## src/rtl/toml_string_lexer_assert.svh

```systemverilog
// Assertion macros used by the lexer's top-level RTL file.
// TSL_ASSERT_IMP checks a consequence in the same cycle, TSL_ASSERT_NXT in the next cycle.
`ifndef TOML_STRING_LEXER_ASSERT_SVH
`define TOML_STRING_LEXER_ASSERT_SVH

`ifndef ASSERT_OFF

`define TSL_ASSERT_IMP(lbl, clk, rst_n, pre, post, msg) \
	lbl: assert property (@(posedge clk) disable iff (!rst_n) (pre) |-> (post)) \
		else $error(msg);

`define TSL_ASSERT_NXT(lbl, clk, rst_n, pre, post, msg) \
	lbl: assert property (@(posedge clk) disable iff (!rst_n) (pre) |=> (post)) \
		else $error(msg);

`else

`define TSL_ASSERT_IMP(lbl, clk, rst_n, pre, post, msg)

`define TSL_ASSERT_NXT(lbl, clk, rst_n, pre, post, msg)

`endif

`endif

```

## src/rtl/tsl_pkg.sv

```systemverilog
package tsl_pkg;

	typedef struct packed {
		logic [7:0] byte_in;
		logic       end_of_text;
	} item_t;

	typedef struct packed {
		logic [1:0]  result_kind;
		logic [20:0] code_point;
		logic        last_of_item;
	} result_t;

	// Up to three results produced by one request, in order from index 0.
	typedef struct packed {
		logic [1:0]        cnt;
		result_t [2:0]     res;
	} burst_t;

	localparam logic [1:0] KIND_CP  = 2'd0;
	localparam logic [1:0] KIND_STR = 2'd1;
	localparam logic [1:0] KIND_KEY = 2'd2;
	localparam logic [1:0] KIND_BAD = 2'd3;

	localparam logic [20:0] MAX_CP   = 21'h10ffff;
	localparam logic [20:0] CODE_SAT = 21'h1fffff;
	localparam logic [20:0] SURR_LO  = 21'h00d800;
	localparam logic [20:0] SURR_HI  = 21'h00dfff;
	localparam logic [16:0] MIN_CP4  = 17'h10000;
	localparam logic [16:0] MIN_CP3  = 17'h00800;
	localparam logic [16:0] MIN_CP2  = 17'h00080;

	// Length class of a UTF-8 sequence in progress.
	localparam logic [1:0] SLC_NONE = 2'd0;
	localparam logic [1:0] SLC_FOUR = 2'd1;
	localparam logic [1:0] SLC_THREE = 2'd2;
	localparam logic [1:0] SLC_TWO  = 2'd3;

	typedef enum logic [3:0] {
		CL_OTHER  = 4'd0,
		CL_LEAD4  = 4'd1,
		CL_LEAD3  = 4'd2,
		CL_LEAD2  = 4'd3,
		CL_CONT   = 4'd4,
		CL_PRINT  = 4'd5,
		CL_HEX    = 4'd6,
		CL_BIGU   = 4'd7,
		CL_SMALLU = 4'd8,
		CL_BLANK  = 4'd9,
		CL_BSL    = 4'd10,
		CL_APOS   = 4'd11,
		CL_QUOT   = 4'd12,
		CL_EOL    = 4'd13
	} cls_t;

	typedef enum logic [2:0] {
		ACT_NONE   = 3'd0,
		ACT_LEAD   = 3'd1,
		ACT_FINISH = 3'd2,
		ACT_BYTE   = 3'd3,
		ACT_DROP2  = 3'd4,
		ACT_ESC    = 3'd5,
		ACT_HEXD   = 3'd6,
		ACT_HEXEND = 3'd7
	} act_t;

	// B = basic, MB/M = multiline basic, L = literal, ML = multiline literal.
	typedef enum logic [5:0] {
		ST_START    = 6'd1,
		ST_B_OPEN   = 6'd2,
		ST_B_EMPTY  = 6'd3,
		ST_MB_OPEN  = 6'd4,
		ST_MB_Q1    = 6'd5,
		ST_MB_Q2    = 6'd6,
		ST_CLOSED   = 6'd7,
		ST_B_END    = 6'd8,
		ST_B_CONT3  = 6'd9,
		ST_B_CONT2  = 6'd10,
		ST_B_CONT1  = 6'd11,
		ST_B_BODY   = 6'd12,
		ST_B_ESC    = 6'd13,
		ST_B_HEX8   = 6'd14,
		ST_B_HEX7   = 6'd15,
		ST_B_HEX6   = 6'd16,
		ST_B_HEX5   = 6'd17,
		ST_B_HEX4   = 6'd18,
		ST_B_HEX3   = 6'd19,
		ST_B_HEX2   = 6'd20,
		ST_B_HEX1   = 6'd21,
		ST_M_CONT3  = 6'd22,
		ST_M_CONT2  = 6'd23,
		ST_M_CONT1  = 6'd24,
		ST_M_BODY   = 6'd25,
		ST_M_ESC    = 6'd26,
		ST_M_HEX8   = 6'd27,
		ST_M_HEX7   = 6'd28,
		ST_M_HEX6   = 6'd29,
		ST_M_HEX5   = 6'd30,
		ST_M_HEX4   = 6'd31,
		ST_M_HEX3   = 6'd32,
		ST_M_HEX2   = 6'd33,
		ST_M_HEX1   = 6'd34,
		ST_M_TRIM   = 6'd35,
		ST_L_OPEN   = 6'd36,
		ST_L_EMPTY  = 6'd37,
		ST_ML_OPEN  = 6'd38,
		ST_ML_Q1    = 6'd39,
		ST_ML_Q2    = 6'd40,
		ST_L_CONT3  = 6'd41,
		ST_L_CONT2  = 6'd42,
		ST_L_CONT1  = 6'd43,
		ST_L_BODY   = 6'd44,
		ST_ML_CONT3 = 6'd45,
		ST_ML_CONT2 = 6'd46,
		ST_ML_CONT1 = 6'd47,
		ST_ML_BODY  = 6'd48
	} tsl_state_t;

endpackage

```

## src/rtl/tsl_lexer.sv

```systemverilog
module tsl_lexer
	import tsl_pkg::*;
(
	input  logic   clk,
	input  logic   arst_n,
	input  logic   fire,
	input  item_t  item,
	output burst_t burst
);

	tsl_state_t  st_q, st_d, nxt;
	logic [20:0] partial_q, partial_d;
	logic [1:0]  slc_q, slc_d;
	logic [1:0]  held_q, held_d;

	logic [7:0]  b;
	cls_t        cls;
	act_t        act;
	logic        mv_ok;
	logic        is_ascii, is_asciiln, is_lead;
	logic [5:0]  lead_ofs;

	logic [26:0] fin_v;
	logic [16:0] bound;
	logic [20:0] hex_v;
	logic [20:0] v;
	logic        emit, bad;
	logic [1:0]  nq;
	logic [20:0] quote_cp;
	logic [1:0]  end_kind;

	function automatic cls_t classify(logic [7:0] x);
		cls_t c;
		if (x >= 8'hf0 && x <= 8'hf7) c = CL_LEAD4;
		else if (x >= 8'he0 && x <= 8'hef) c = CL_LEAD3;
		else if (x >= 8'hc0 && x <= 8'hdf) c = CL_LEAD2;
		else if (x >= 8'h80 && x <= 8'hbf) c = CL_CONT;
		else if (x == 8'h09 || x == 8'h20) c = CL_BLANK;
		else if (x == 8'h0d || x == 8'h0a) c = CL_EOL;
		else if (x == 8'h5c) c = CL_BSL;
		else if (x == 8'h27) c = CL_APOS;
		else if (x == 8'h22) c = CL_QUOT;
		else if (x == 8'h55) c = CL_BIGU;
		else if (x == 8'h75) c = CL_SMALLU;
		else if ((x >= 8'h30 && x <= 8'h39) || (x >= 8'h61 && x <= 8'h66)
			|| (x >= 8'h41 && x <= 8'h46)) c = CL_HEX;
		else if (x >= 8'h21 && x <= 8'h7e) c = CL_PRINT;
		else c = CL_OTHER;
		return c;
	endfunction

	// Letters a-f and A-F both have 1..6 in the low nibble.
	function automatic logic [3:0] digit_of(logic [7:0] x);
		logic [3:0] d;
		if (x >= 8'h30 && x <= 8'h39) d = x[3:0];
		else if ((x >= 8'h61 && x <= 8'h66) || (x >= 8'h41 && x <= 8'h46))
			d = x[3:0] + 4'd9;
		else d = 4'd0;
		return d;
	endfunction

	// Values past the code space saturate so that they stay out of range.
	function automatic logic [20:0] grow_hex(logic [20:0] acc, logic [7:0] x);
		logic [24:0] r;
		r = {acc, 4'h0} + {21'd0, digit_of(x)};
		return (r > {4'd0, MAX_CP}) ? CODE_SAT : r[20:0];
	endfunction

	function automatic result_t mk_cp(logic [20:0] cp);
		result_t r;
		r.result_kind  = KIND_CP;
		r.code_point   = cp;
		r.last_of_item = 1'b0;
		return r;
	endfunction

	assign b          = item.byte_in;
	assign cls        = item.end_of_text ? CL_OTHER : classify(item.byte_in);
	assign is_ascii   = (cls >= CL_PRINT) && (cls <= CL_QUOT);
	assign is_asciiln = is_ascii || (cls == CL_EOL);
	assign is_lead    = (cls == CL_LEAD4) || (cls == CL_LEAD3) || (cls == CL_LEAD2);
	assign lead_ofs   = (cls == CL_LEAD4) ? 6'd0 : (cls == CL_LEAD3) ? 6'd1 : 6'd2;

	// Next state and action.
	always_comb begin
		mv_ok = 1'b1;
		nxt   = ST_START;
		act   = ACT_NONE;
		unique case (st_q) inside
			ST_START: begin
				if (cls == CL_QUOT) nxt = ST_B_OPEN;
				else if (cls == CL_APOS) nxt = ST_L_OPEN;
				else mv_ok = 1'b0;
			end
			ST_B_OPEN, ST_B_BODY: begin
				if (is_lead) begin
					act = ACT_LEAD;
					nxt = tsl_state_t'(ST_B_CONT3 + lead_ofs);
				end else if (cls == CL_BSL) begin
					nxt = ST_B_ESC;
				end else if (cls == CL_QUOT) begin
					nxt = (st_q == ST_B_OPEN) ? ST_B_EMPTY : ST_B_END;
				end else if (is_ascii) begin
					act = ACT_BYTE;
					nxt = ST_B_BODY;
				end else begin
					mv_ok = 1'b0;
				end
			end
			ST_B_EMPTY: begin
				if (cls == CL_QUOT) nxt = ST_MB_OPEN;
				else mv_ok = 1'b0;
			end
			ST_MB_OPEN, ST_MB_Q1, ST_MB_Q2, ST_M_BODY, ST_M_TRIM: begin
				if (is_lead) begin
					act = ACT_LEAD;
					nxt = tsl_state_t'(ST_M_CONT3 + lead_ofs);
				end else if (cls == CL_BSL) begin
					nxt = ST_M_ESC;
				end else if (cls == CL_QUOT) begin
					if (st_q == ST_MB_Q2) begin
						act = ACT_DROP2;
						nxt = ST_CLOSED;
					end else begin
						act = ACT_BYTE;
						nxt = (st_q == ST_MB_Q1) ? ST_MB_Q2 : ST_MB_Q1;
					end
				end else if (st_q == ST_MB_OPEN && cls == CL_EOL) begin
					nxt = ST_M_BODY;
				end else if (st_q == ST_M_TRIM && (cls == CL_BLANK || cls == CL_EOL)) begin
					nxt = ST_M_TRIM;
				end else if (is_asciiln) begin
					act = ACT_BYTE;
					nxt = ST_M_BODY;
				end else begin
					mv_ok = 1'b0;
				end
			end
			ST_B_CONT3, ST_B_CONT2, ST_M_CONT3, ST_M_CONT2,
			ST_L_CONT3, ST_L_CONT2, ST_ML_CONT3, ST_ML_CONT2: begin
				if (cls == CL_CONT) begin
					act = ACT_LEAD;
					nxt = tsl_state_t'(st_q + 6'd1);
				end else begin
					mv_ok = 1'b0;
				end
			end
			// The last continuation byte leads back to the body state just above.
			ST_B_CONT1, ST_M_CONT1, ST_L_CONT1, ST_ML_CONT1: begin
				if (cls == CL_CONT) begin
					act = ACT_FINISH;
					nxt = tsl_state_t'(st_q + 6'd1);
				end else begin
					mv_ok = 1'b0;
				end
			end
			ST_B_ESC, ST_M_ESC: begin
				if (cls == CL_BIGU) begin
					nxt = tsl_state_t'(st_q + 6'd1);
				end else if (cls == CL_SMALLU) begin
					nxt = tsl_state_t'(st_q + 6'd5);
				end else if (st_q == ST_M_ESC && cls == CL_EOL) begin
					nxt = ST_M_TRIM;
				end else if (is_ascii) begin
					act = ACT_ESC;
					nxt = (st_q == ST_B_ESC) ? ST_B_BODY : ST_M_BODY;
				end else begin
					mv_ok = 1'b0;
				end
			end
			ST_B_HEX8, ST_B_HEX7, ST_B_HEX6, ST_B_HEX5, ST_B_HEX4, ST_B_HEX3, ST_B_HEX2,
			ST_M_HEX8, ST_M_HEX7, ST_M_HEX6, ST_M_HEX5, ST_M_HEX4, ST_M_HEX3,
			ST_M_HEX2: begin
				if (cls == CL_HEX) begin
					act = ACT_HEXD;
					nxt = tsl_state_t'(st_q + 6'd1);
				end else begin
					mv_ok = 1'b0;
				end
			end
			ST_B_HEX1, ST_M_HEX1: begin
				if (cls == CL_HEX) begin
					act = ACT_HEXEND;
					nxt = (st_q == ST_B_HEX1) ? ST_B_BODY : ST_M_BODY;
				end else begin
					mv_ok = 1'b0;
				end
			end
			ST_L_OPEN, ST_L_BODY: begin
				if (is_lead) begin
					act = ACT_LEAD;
					nxt = tsl_state_t'(ST_L_CONT3 + lead_ofs);
				end else if (cls == CL_APOS) begin
					nxt = (st_q == ST_L_OPEN) ? ST_L_EMPTY : ST_CLOSED;
				end else if (is_ascii) begin
					act = ACT_BYTE;
					nxt = ST_L_BODY;
				end else begin
					mv_ok = 1'b0;
				end
			end
			ST_L_EMPTY: begin
				if (cls == CL_APOS) nxt = ST_ML_OPEN;
				else mv_ok = 1'b0;
			end
			ST_ML_OPEN, ST_ML_Q1, ST_ML_Q2, ST_ML_BODY: begin
				if (is_lead) begin
					act = ACT_LEAD;
					nxt = tsl_state_t'(ST_ML_CONT3 + lead_ofs);
				end else if (cls == CL_APOS) begin
					if (st_q == ST_ML_Q2) begin
						act = ACT_DROP2;
						nxt = ST_CLOSED;
					end else begin
						act = ACT_BYTE;
						nxt = (st_q == ST_ML_Q1) ? ST_ML_Q2 : ST_ML_Q1;
					end
				end else if (st_q == ST_ML_OPEN && cls == CL_EOL) begin
					nxt = ST_ML_BODY;
				end else if (is_asciiln) begin
					act = ACT_BYTE;
					nxt = ST_ML_BODY;
				end else begin
					mv_ok = 1'b0;
				end
			end
			default: begin
				mv_ok = 1'b0;
			end
		endcase
	end

	assign fin_v = {partial_q, b[5:0]};
	assign hex_v = grow_hex(partial_q, b);
	assign quote_cp = (st_q == ST_ML_Q1 || st_q == ST_ML_Q2) ? 21'h000027 : 21'h000022;

	always_comb begin
		unique case (slc_q)
			SLC_FOUR:  bound = MIN_CP4;
			SLC_THREE: bound = MIN_CP3;
			SLC_TWO:   bound = MIN_CP2;
			default:   bound = 17'd0;
		endcase
	end

	always_comb begin
		unique case (st_q) inside
			ST_B_EMPTY, ST_CLOSED, ST_L_EMPTY: end_kind = KIND_STR;
			ST_B_END:                          end_kind = KIND_KEY;
			default:                           end_kind = KIND_BAD;
		endcase
	end

	// Register updates and results.
	always_comb begin
		st_d      = st_q;
		partial_d = partial_q;
		slc_d     = slc_q;
		held_d    = held_q;
		v         = 21'd0;
		emit      = 1'b0;
		bad       = 1'b0;
		nq        = 2'd0;
		burst     = '0;

		unique case (act)
			ACT_LEAD: begin
				if (cls == CL_LEAD4) begin
					partial_d = {18'd0, b[2:0]};
					slc_d     = SLC_FOUR;
				end else if (cls == CL_LEAD3) begin
					partial_d = {17'd0, b[3:0]};
					slc_d     = SLC_THREE;
				end else if (cls == CL_LEAD2) begin
					partial_d = {16'd0, b[4:0]};
					slc_d     = SLC_TWO;
				end else begin
					partial_d = {partial_q[14:0], b[5:0]};
				end
			end
			ACT_FINISH: begin
				v = fin_v[20:0];
				if (fin_v < {10'd0, bound} || fin_v > {6'd0, MAX_CP}
					|| (fin_v >= {6'd0, SURR_LO} && fin_v <= {6'd0, SURR_HI})) bad = 1'b1;
				else emit = 1'b1;
				partial_d = 21'd0;
			end
			ACT_BYTE: begin
				v    = {13'd0, b};
				emit = 1'b1;
			end
			ACT_DROP2: begin
				held_d = 2'd0;
			end
			ACT_ESC: begin
				emit = 1'b1;
				unique case (b)
					8'h62:   v = 21'h08;
					8'h74:   v = 21'h09;
					8'h6e:   v = 21'h0a;
					8'h66:   v = 21'h0c;
					8'h72:   v = 21'h0d;
					8'h5c:   v = 21'h5c;
					8'h22:   v = 21'h22;
					default: begin
						emit = 1'b0;
						bad  = 1'b1;
					end
				endcase
			end
			ACT_HEXD: begin
				partial_d = hex_v;
			end
			ACT_HEXEND: begin
				v = hex_v;
				if (hex_v > MAX_CP || (hex_v >= SURR_LO && hex_v <= SURR_HI)) bad = 1'b1;
				else emit = 1'b1;
				partial_d = 21'd0;
			end
			default: begin
			end
		endcase

		if (!mv_ok || bad) begin
			// The string ends or fails here; start over at the next request.
			burst.cnt                     = 2'd1;
			burst.res[0].result_kind      = mv_ok ? KIND_BAD : end_kind;
			burst.res[0].code_point       = 21'd0;
			burst.res[0].last_of_item     = 1'b1;
			st_d      = ST_START;
			partial_d = 21'd0;
			slc_d     = SLC_FOUR;
			held_d    = 2'd0;
		end else begin
			st_d = nxt;
			if (act == ACT_BYTE && (nxt == ST_MB_Q1 || nxt == ST_MB_Q2
				|| nxt == ST_ML_Q1 || nxt == ST_ML_Q2)) begin
				held_d = held_q + 2'd1;
			end else begin
				if (held_q != 2'd0 && act != ACT_DROP2) begin
					nq     = (held_q >= 2'd2) ? 2'd2 : 2'd1;
					held_d = 2'd0;
				end
				if (nq != 2'd0) burst.res[0] = mk_cp(quote_cp);
				if (nq == 2'd2) burst.res[1] = mk_cp(quote_cp);
				if (emit) burst.res[nq] = mk_cp(v);
				burst.cnt = nq + {1'b0, emit};
				if (burst.cnt != 2'd0) burst.res[burst.cnt - 2'd1].last_of_item = 1'b1;
			end
		end
	end

	always_ff @(posedge clk or negedge arst_n) begin
		if (!arst_n) begin
			st_q      <= ST_START;
			partial_q <= 21'd0;
			slc_q     <= SLC_FOUR;
			held_q    <= 2'd0;
		end else if (fire) begin
			st_q      <= st_d;
			partial_q <= partial_d;
			slc_q     <= slc_d;
			held_q    <= held_d;
		end
	end

endmodule

```

## src/rtl/tsl_res_buf.sv

```systemverilog
module tsl_res_buf
	import tsl_pkg::*;
(
	input  logic    clk,
	input  logic    arst_n,
	input  logic    load,
	input  burst_t  burst,
	output logic    free,
	output logic    res_valid,
	input  logic    res_ready,
	output result_t res_data
);

	logic [1:0]    n_q;
	result_t [2:0] slot_q;
	logic          take;

	assign res_valid = (n_q != 2'd0);
	assign res_data  = slot_q[0];
	assign take      = res_valid && res_ready;
	// A new burst may land when the buffer is empty or drains in this cycle.
	assign free      = (n_q == 2'd0) || (n_q == 2'd1 && res_ready);

	always_ff @(posedge clk or negedge arst_n) begin
		if (!arst_n) begin
			n_q <= 2'd0;
		end else if (load) begin
			n_q <= burst.cnt;
		end else if (take) begin
			n_q <= n_q - 2'd1;
		end
	end

	always_ff @(posedge clk) begin
		if (load) begin
			slot_q <= burst.res;
		end else if (take) begin
			slot_q[0] <= slot_q[1];
			slot_q[1] <= slot_q[2];
		end
	end

endmodule

```

## src/rtl/toml_string_lexer.sv

```systemverilog
// TOML string literal lexer.
// The request channel (req_valid, req_ready, req_data) takes one source byte per
// request, or an end-of-text mark. The result channel (res_valid, res_ready,
// res_data) returns decoded code points, string done (plain or key-capable) and
// invalid, with last_of_item set on the final result of each request that yields any.
// A request is registered on acceptance, lexed once the result buffer is free, and
// its results are loaded into a three-entry result buffer; res_valid is registered
// and rises once a request that yields results has been loaded. One request per
// cycle is sustained while every request yields at most one result and res_ready
// stays high. A request that flushes held quotes yields up to three results, and
// the buffer hands them out one per cycle while res_ready is high; the next
// request waits in the input register until the last of them is taken.
// When the receiver stalls, the buffer holds its results and the input register
// fills, after which req_ready drops.
// Reset clears the input register's valid flag, empties the buffer and puts the
// lexer back in its start state, ready for the opening quote of a new string.
`include "toml_string_lexer_assert.svh"

module toml_string_lexer
	import tsl_pkg::*;
(
	input  logic    clk,
	input  logic    arst_n,
	input  logic    req_valid,
	output logic    req_ready,
	input  item_t   req_data,
	output logic    res_valid,
	input  logic    res_ready,
	output result_t res_data
);

	logic   v_s1;
	item_t  item_s1;
	logic   free;
	logic   fire;
	burst_t burst;
	logic   res_end;
	logic   empty_load;
	logic   res_more;

	assign fire      = v_s1 && free;
	assign req_ready = !v_s1 || fire;

	always_ff @(posedge clk or negedge arst_n) begin
		if (!arst_n) begin
			v_s1 <= 1'b0;
		end else if (req_valid && req_ready) begin
			v_s1 <= 1'b1;
		end else if (fire) begin
			v_s1 <= 1'b0;
		end
	end

	always_ff @(posedge clk) begin
		if (req_valid && req_ready) begin
			item_s1 <= req_data;
		end
	end

	tsl_lexer u_lexer (
		.clk    (clk),
		.arst_n (arst_n),
		.fire   (fire),
		.item   (item_s1),
		.burst  (burst)
	);

	tsl_res_buf u_res_buf (
		.clk       (clk),
		.arst_n    (arst_n),
		.load      (fire),
		.burst     (burst),
		.free      (free),
		.res_valid (res_valid),
		.res_ready (res_ready),
		.res_data  (res_data)
	);

	assign res_end    = res_valid && (res_data.result_kind != KIND_CP);
	assign empty_load = fire && (burst.cnt == 2'd0);
	assign res_more   = res_valid && res_ready && !res_data.last_of_item;

	`TSL_ASSERT_IMP(a_end_is_last, clk, arst_n, res_end, res_data.last_of_item, "end not last")
	`TSL_ASSERT_NXT(a_empty_burst, clk, arst_n, empty_load, !res_valid, "buffer not empty")
	`TSL_ASSERT_NXT(a_burst_contig, clk, arst_n, res_more, res_valid, "results split")

endmodule
```

## config.mk

```make
export PLATFORM = sky130hd
export DESIGN_NAME = toml_string_lexer
export DESIGN_NICKNAME = d
export VERILOG_FILES = /design/src/rtl/tsl_pkg.sv /design/src/rtl/tsl_lexer.sv /design/src/rtl/tsl_res_buf.sv /design/src/rtl/toml_string_lexer.sv
export VERILOG_INCLUDE_DIRS = /design/src /design/src/rtl
export SDC_FILE = /design/constraint.sdc
export NUM_CORES = 1
export LEC_CHECK = 0
export BUFFER_PORTS_ARGS = -buffer_cell sky130_fd_sc_hd__buf_2
export CORE_MARGIN = 4
export CORE_UTILIZATION = 45
export CTS_CLUSTER_DIAMETER = 150
export DETAILED_ROUTE_END_ITERATION = 16
export MAX_ROUTING_LAYER = met4
export PLACE_DENSITY = 0.6
export SYNTH_ARGS = -nofsm -noshare
export SYNTH_HDL_FRONTEND = slang
export SYNTH_HIERARCHICAL = 1
export SYNTH_SLANG_ARGS = --single-unit
```

## constraint.sdc

```tcl
create_clock -name clk -period 4.6 [get_ports clk]
set_input_delay 0.46 -clock clk [delete_from_list [all_inputs] [get_ports clk]]
set_output_delay 0.46 -clock clk [all_outputs]
set_load 0.02 [all_outputs]
```

Word level (Yosys, flattened, before mapping)
Index checks and enable logic that the tools add are counted.
{ "word_totals": {"regBits": 115, "latch_bits": 0, "mem_bits_rw": 0, "romBits": 0, "in_bits": 13, "out_inout_bits": 26, "word_cells": 389, "mem_count": 0} }
{ "classes": {"add_sub_neg": 12, "mul": 0, "div": 0, "n_lt_le_gt_ge": 31, "eq_ne": 91, "shift": 0, "muxes": 165, "bitwise_logic": 0, "n_reduce_logical": 73} }
{ "op_table": {"columns": ["op", "n"], "rows": [
  ["$mux 72", 4],
  ["$mux 6", 30],
  ["$mux 24", 7],
  ["$bwmux 72", 2],
  ["$eq 6x6->1 const B", 19],
  ["$mux 21", 5],
  ["$demux 24 s2", 2],
  ["$eq 6x5->1 const B", 16],
  ["$mux 48", 2],
  ["$pmux 21 s4", 1],
  ["$mux 74", 1],
  ["$mux 4", 18],
  ["$mux 3", 22],
  ["$pmux 6 s11", 1],
  ["$eq 8x7->1 const B", 8],
  ["$pmux 21 s3", 1],
  ["$pmux 17 s3", 1],
  ["$pmux 7 s7", 1],
  ["$eq 6x4->1 const B", 8],
  ["$mux 2", 24],
  ["$mux 22", 2],
  ["$eq 6x3->1 const B", 6],
  ["$mux 1", 33],
  ["$ge 8x8->1 const B", 4],
  ["65 further kinds", 154]
]} }

Longest topological paths before layout
Gate-level depths: netlist of the first run.
{ "depth": {"depth_word": 47, "ltp_mapped": 25, "mapped_depth_nobuf": 18} }

Cells and area by module
The synthesis of the first run kept the hierarchy.
{ "by_module_without_submodules": {"columns": ["mod", "instances", "cells_each", "area_each_um2", "seq_area_each_um2"], "rows": [
  ["tsl_lexer", 1, 815, 5849.4, 778.2],
  ["tsl_res_buf", 1, 168, 3080.5, 2212.1],
  ["toml_string_lexer", 1, 14, 330.3, 295.3]
]} }

Least setup slack after synthesis of the first run
No wires, ideal clock.
{ "synth_timing": {"kind": "flip-flop to flip-flop", "from": "reg item_s1[2] (netlist bit)", "to": "reg u_res_buf/slot_q[32] (netlist bit), data pin", "setup_time_ps": 260, "arrival_ps": 4212, "required_time_ps": 4340, "setup_slack_ps": 128, "path_stages_with_launch": 22, "path_buffers": 5, "synth_period_minus_slack_ps": 4472, "path_cell_list": "edfxtp_1 > clkbuf_1 > inv_1 > ha_1 > buf_2 > nand2_1 > or4_1 > o211a_2 > a21bo_1 > buf_4 > nor4_4 > nand2_2 > a2111oi_4 > o211ai_1 > nor3b_1 > a22oi_2 > a21oi_2 > nand2b_4 > buf_6 > buf_6 > nor4_2 > mux2_2"} }
{ "synth_lines": {"columns": ["item", "line_no", "rtl"], "rows": [
  ["start: declaration", "toml_string_lexer.sv:33", "item_t item_s1;"],
  ["start signal: assignment", "toml_string_lexer.sv:56", "item_s1 <= req_data;"],
  ["end signal: assignment", "tsl_res_buf.sv:36", "slot_q <= burst.res;"],
  ["end: declaration", "tsl_res_buf.sv:15", "result_t [2:0] slot_q;"]
]} }

==> run metrics, run 1 <==
CP most frequent cell buf_4; worst vdd ir 0.645 mV; FP Rows 52; register area share after synthesis 0.355; Vias/cell 6.07; ANT cells 0; most common cell in the netlist nand2_1; CORE AREA 20200 um2; LEAKAGE 4.94 nW; fillers 1725; min Tclk post-route 4.69 ns; DR DRC count 0; Post-synth EDFFs 81; Post-synth top flop edfxtp_1; Max Slew Vio Count 0; Synth async-reset ratio 0.296; Area Growth Syn to Fin 35.3%; most frequent cells after synthesis 83 x nand2_1, 81 x edfxtp_1, 60 x nor2_1; Max Fclk 213 MHz; top post-synthesis cells by area edfxtp_1 26%, dfrtp_1 8.6%, mux2_2 6.1%; Power Total 5.17 mW; DIE AREA 22900 um2; final wirelength 32000 um; Final Instance Area 12500 um2; status finished with violations; port bufs 38; CP max-delay cell or4_4; max incr delay on CP 0.57 ns; Final Skew 0.00823 ns; Total Nets Final 1242; initial antenna violation count 0; global-route wire length before repair 46900 um; mapped cell area 9260 um2; dpl cell area 10900 um2; FF+latch count, synth 115; RePlAce Congestion 0.989; max-cap violation count 0; Buf+Inv Stages, Crit Path 5; GRT Total Usage 0.271; area occupied by multi-input gates 5730 um2; # setup viols final 31; worst-margin pin slew 0.846 ns; min-delay worst type input port to async pin; Worst-Skew Late Latency 0.42 ns; RSZ-0062 raised after global routing true; Slew HR 0.436; Reg area 3290 um2; power per cell area 412 nW/um2; total CTS buffers 17; Horiz. Die Dim 151 um; clk slew on worst S/H paths 0.06 ns; post-route ant nets 0; Unique masters post-synth 99; critical path fanouts, max 13; period utilization 1.02; Initial Util 0.458; number of global-route vias before repair 8528; drt first pass iters 5; htree depth 4; final cell count without fillers 1496; Clock Sinks 115; CTS max path bufs 2; DR iter-0 viols 784; Post-Syn Area per Cell 9.29 um2; PnR worst setup slack -0.0903 ns; largest net degree at the start of global routing 58; CP cell instances inv_2 -> ha_4 -> nand3b_1 -> or4_4 -> nand4_1 -> buf_4 -> buf_4 -> nor2_1 -> o31ai_2 -> a211oi_2 -> buf_4 -> nand4b_1 -> or4_4 -> nor2b_4 -> a22oi_2 -> a21oi_2 -> nand2b_4 -> buf_12 -> nor4_2 -> mux2_4; via count 9077; WL/cell 21.4 um; CP top delay family simple AND/OR/NAND/NOR gates; worst endpoint required time 4.89 ns; share of cells above drive strength 1 0.413; CTS tree done; hpwl dp 22600 um; critical path type register to register; crit path capture type register; placed cells 1422; Ports 39; Setup crit start item_s1[1]; failing checks setup timing; WP data arrival 4.98 ns; Hold Fails Final Rpt 0; CP startpoint kind register; root buffer cell clkbuf_16; Synth Instances 997; FF-to-FF Start item_s1[1]; hold_buf cts 0; Synth top area share 0.263; YS warnings 6; gr ovfl total 0; Yosys top cell by area edfxtp_1; Die Height 151 um
-- per-stage QoR --
stage          hold slack [ns]  TNS (ns)  utilization  setup slack, ns
2_1_floorplan            0.164         0            -            0.128
3_3_place_gp             0.466     -5.67        0.541           -0.175
3_5_place_dp             0.468     -7.17        0.541           -0.212
4_1_cts                  0.166   -0.0901        0.575          -0.0153
5_1_grt                  0.189     -6.97        0.619           -0.214
6_report                 0.141     -1.34        0.619          -0.0903
-- layer usage --
layer,track usage,wire (um)
met1,0.354,13600
met5,-,0
met2,0.424,15300
met4,0.100,1010
met3,0.0455,2030
-- cells by family (layout without fill, tap and decap cells) --
kind of cell             Yosys count  in the layout  synth area share
buffers and inverters            134            360            0.0834
AO/OA/AOI/OAI                    277            277             0.221
other                              1              4          0.000405
AND/OR/NAND/NOR                  389            389             0.243
multiplexers                      54             54            0.0651
flip-flops                       115            115             0.355
XOR/XNOR                          11             11            0.0104
adder cells (fa/ha/maj)           16             16            0.0216
-- layout by cell type, fill, tap and decap left out, types with 13 or more instances in the layout --
cell type	count
buf_4	230
edfxtp_1	81
nand2_1	80
nor2_1	60
buf_2	39
o21ai_0	38
nor3_1	37
a22oi_1	37
nand3_1	34
a21oi_1	34
dfrtp_1	32
mux2_2	30
o31ai_1	23
clkbuf_16	22
nand2b_1	21
inv_1	20
mux2_4	20
or3_1	19
nor4_2	18
buf_12	14
buf_6	13
-- report_power, final --
group | leakage, nW | switching, mW | internal [mW]
Sequential | 1.27 | 0.106 | 1.60
Clock | 0.297 | 0.525 | 0.814
Combinational | 3.37 | 1.19 | 0.933
Total | 4.94 | 1.82 | 3.35
-- what timing repair did --
action / 4_1_cts / 5_1_grt
pin swaps: 7 / 27
resized for setup: 13 / 107
buffers inserted: 5 / 31
setup endpoints to repair: 64 / 99
cloned: 0 / 6
-- registers in the layout, summed over array words and instances (netlist names) --
| signal | cells |
|---|---|
| v_s1 | 1 |
| u_lexer/slc_q | 2 |
| u_lexer/held_q | 2 |
| u_lexer/st_q | 6 |
| u_res_buf/slot_q | 48 |
| u_res_buf/res_data | 24 |
| item_s1 | 9 |
| u_res_buf/n_q | 2 |
| u_lexer/partial_q | 21 |
-- cell type report --
cell class,count,area share
inverter,26,0.00779
multi-input combinational,751,0.457
clock buffer,17,0.0340
tap,270,0.0270
timing repair buffer,302,0.198
sequential,115,0.262
clock inverter,15,0.0137
-- final timing paths --
check	to	slack (ns)	cells past startpoint
setup reg to reg	u_res_buf/slot_q[35]	-0.09	20
min in group clk	item_s1[7]	0.22	1
hold / removal	u_lexer/partial_q[19]	0.14	1
setup / recovery	u_res_buf/slot_q[35]	-0.09	20
max in group asynchronous	u_lexer/held_q[1]	3.91	1
hold reg to reg	u_lexer/partial_q[20]	0.49	2
Note: power is estimated with default switching activity, not from simulation.
==> inputs of run 2 (changes only) <==
--- a/config.mk
+++ b/config.mk
@@ -11,6 +11,7 @@
 export CORE_UTILIZATION = 45
 export CTS_CLUSTER_DIAMETER = 150
 export DETAILED_ROUTE_END_ITERATION = 16
+export GPL_TIMING_DRIVEN = 0
 export MAX_ROUTING_LAYER = met4
 export PLACE_DENSITY = 0.6
 export SYNTH_ARGS = -nofsm -noshare
==> run 2 against run 1 <==
  * Via count grew 0.24%
  * Critical endpoint is now u_res_buf/slot_q[25]
  * Final cell count fell by 5.1%
  * Global-route usage up 1.1 points
  * Clock power grew 8%
  * The flow still finishes with violations (setup timing)
==> run metrics, run 2 (same netlist as run 1, synthesis figures left out) <==
Area Growth Syn to Fin 30.1%; Worst-Skew Late Latency 0.42 ns; Die Height 151 um; Max Fclk 207 MHz; PnR worst setup slack -0.221 ns; hpwl dp 22100 um; WP data arrival 4.99 ns; total CTS buffers 17; M2 GR Usage 0.424; initial antenna violation count 1; DR iter-0 viols 855; failing checks setup timing; largest net degree at the start of global routing 49; FP Rows 52; Horiz. Die Dim 151 um; Final Skew 0.00868 ns; worst-margin pin slew 1.15 ns; worst endpoint required time 4.77 ns; critical path type register to register; R2R Path End u_res_buf/slot_q[25]; min Tclk post-route 4.82 ns; M3 GR Usage 0.0556; Total Nets Final 1165; CORE AREA 20200 um2; hold_buf cts 0; Hold Fails Final Rpt 0; placed cells 1308; Initial Util 0.458; root buffer cell clkbuf_16; port bufs 38; Global Route met1 Usage 0.388; RePlAce Congestion 1.02; clk slew on worst S/H paths 0.06 ns; critical path fanouts, max 10; share of cells above drive strength 1 0.381; final cell count without fillers 1420; min-delay worst type input port to async pin; CP top delay family compound AO/OA/AOI/OAI gates; LEAKAGE 4.60 nW; max reg flops 48; most used routing layer in global routing met2; max incr delay on CP 0.53 ns; via count 9099; commonest cells after routing, fill and taps aside 100 x buf_4, 81 x edfxtp_1, 78 x nand2_1; Clock Sinks 115; # setup viols final 40; max-cap violation count 0; Worst R2R Setup Slack -0.22 ns; power per cell area 449 nW/um2; number of global-route vias before repair 8267; GRT Total Usage 0.282; Slew HR 0.231; CTS max path bufs 2; final wirelength 32700 um; most common cell after layout, fill and taps aside buf_4; CP cell instances clkbuf_8 -> inv_8 -> ha_4 -> nand2_2 -> or4_4 -> o211a_4 -> a21boi_4 -> clkbuf_8 -> nor2_1 -> o211ai_1 -> nand3_1 -> a221o_1 -> nor3_2 -> o21ai_2 -> a21oi_2 -> nand2b_4 -> buf_8 -> buf_12 -> nor3_2 -> mux2_4; global-route wire length before repair 48400 um; Final Instance Area 12100 um2; RSZ-0062 raised after global routing true; Most flops, register u_res_buf/slot_q; FF-to-FF Start item_s1[2]; CP max-delay cell or4_4; htree depth 4; Ports 39; Vias/cell 6.41; crit path capture type register; cell count of the worst reg-to-reg path 20; dpl cell area 9800 um2; Max Slew Vio Count 0; CTS tree done; worst vdd ir 0.486 mV; status finished with violations; post-route ant nets 0; DR DRC count 0; WL/cell 23.0 um; gr ovfl total 0; CP startpoint kind register; DIE AREA 22900 um2; period utilization 1.05; drt first pass iters 5; Buf+Inv Stages, Crit Path 5; final hold slack 0.188 ns
==> run 2: power by group <==
group / switching (mW) / internal (mW)
Combinational: 1.28 / 0.973
Clock: 0.524 / 0.922
Sequential: 0.105 / 1.60
==> run 2: worst max path at each step <==
stage / startpoint / end / slack (ns) / depth (start not counted)
global placement: item_s1[2] / u_res_buf/res_data[0] / -1.25 / 20
detailed placement: item_s1[2] / u_res_buf/res_data[0] / -1.21 / 20
finish: item_s1[2] / u_res_buf/slot_q[25] / -0.22 / 20
floorplan: item_s1[2] / u_res_buf/slot_q[32] / 0.13 / 21
global route: item_s1[2] / u_res_buf/res_data[1] / -0.31 / 21
CTS: item_s1[2] / u_res_buf/slot_q[33] / -0.13 / 24
==> run 2: timing repair <==
| action | 4_1_cts | 5_1_grt |
|---|---|---|
| pin swaps | 34 | 36 |
| gates cloned | 4 | 2 |
| buffers inserted | 47 | 33 |
| endpoints found under the setup margin | 101 | 91 |
| gates resized for setup | 143 | 107 |
==> run 2: cell type report <==
type / count / area [um2]
Tap cell: 270 / 338
Fill cell: 1710 / 8180
Timing Repair Buffer: 121 / 908
Antenna cell: 1 / 2.50
Clock buffer: 17 / 425
Clock inverter: 15 / 218
Buffer: 104 / 783
Inverter: 26 / 110
Sequential cell: 115 / 3290
Multi-Input combinational cell: 751 / 5980
==> run 2: metrics by stage <==
stage	power, mW	TNS (ns)	setup slack, ns	utilization
6_report	5.41	-5.82	-0.221	0.596
5_1_grt	5.64	-11.17	-0.310	0.596
4_1_cts	5.23	-2.70	-0.135	0.564
3_5_place_dp	3.52	-95.49	-1.21	0.484
3_3_place_gp	3.50	-98.25	-1.25	0.484
2_1_floorplan	3.01	0	0.128	-
==> run 2: per-layer routing <==
metal,vias up,share of wire
met5,-,0
met3,97,0.083
met2,504,0.46
li1,4086,-
met1,4412,0.43
met4,0,0.032
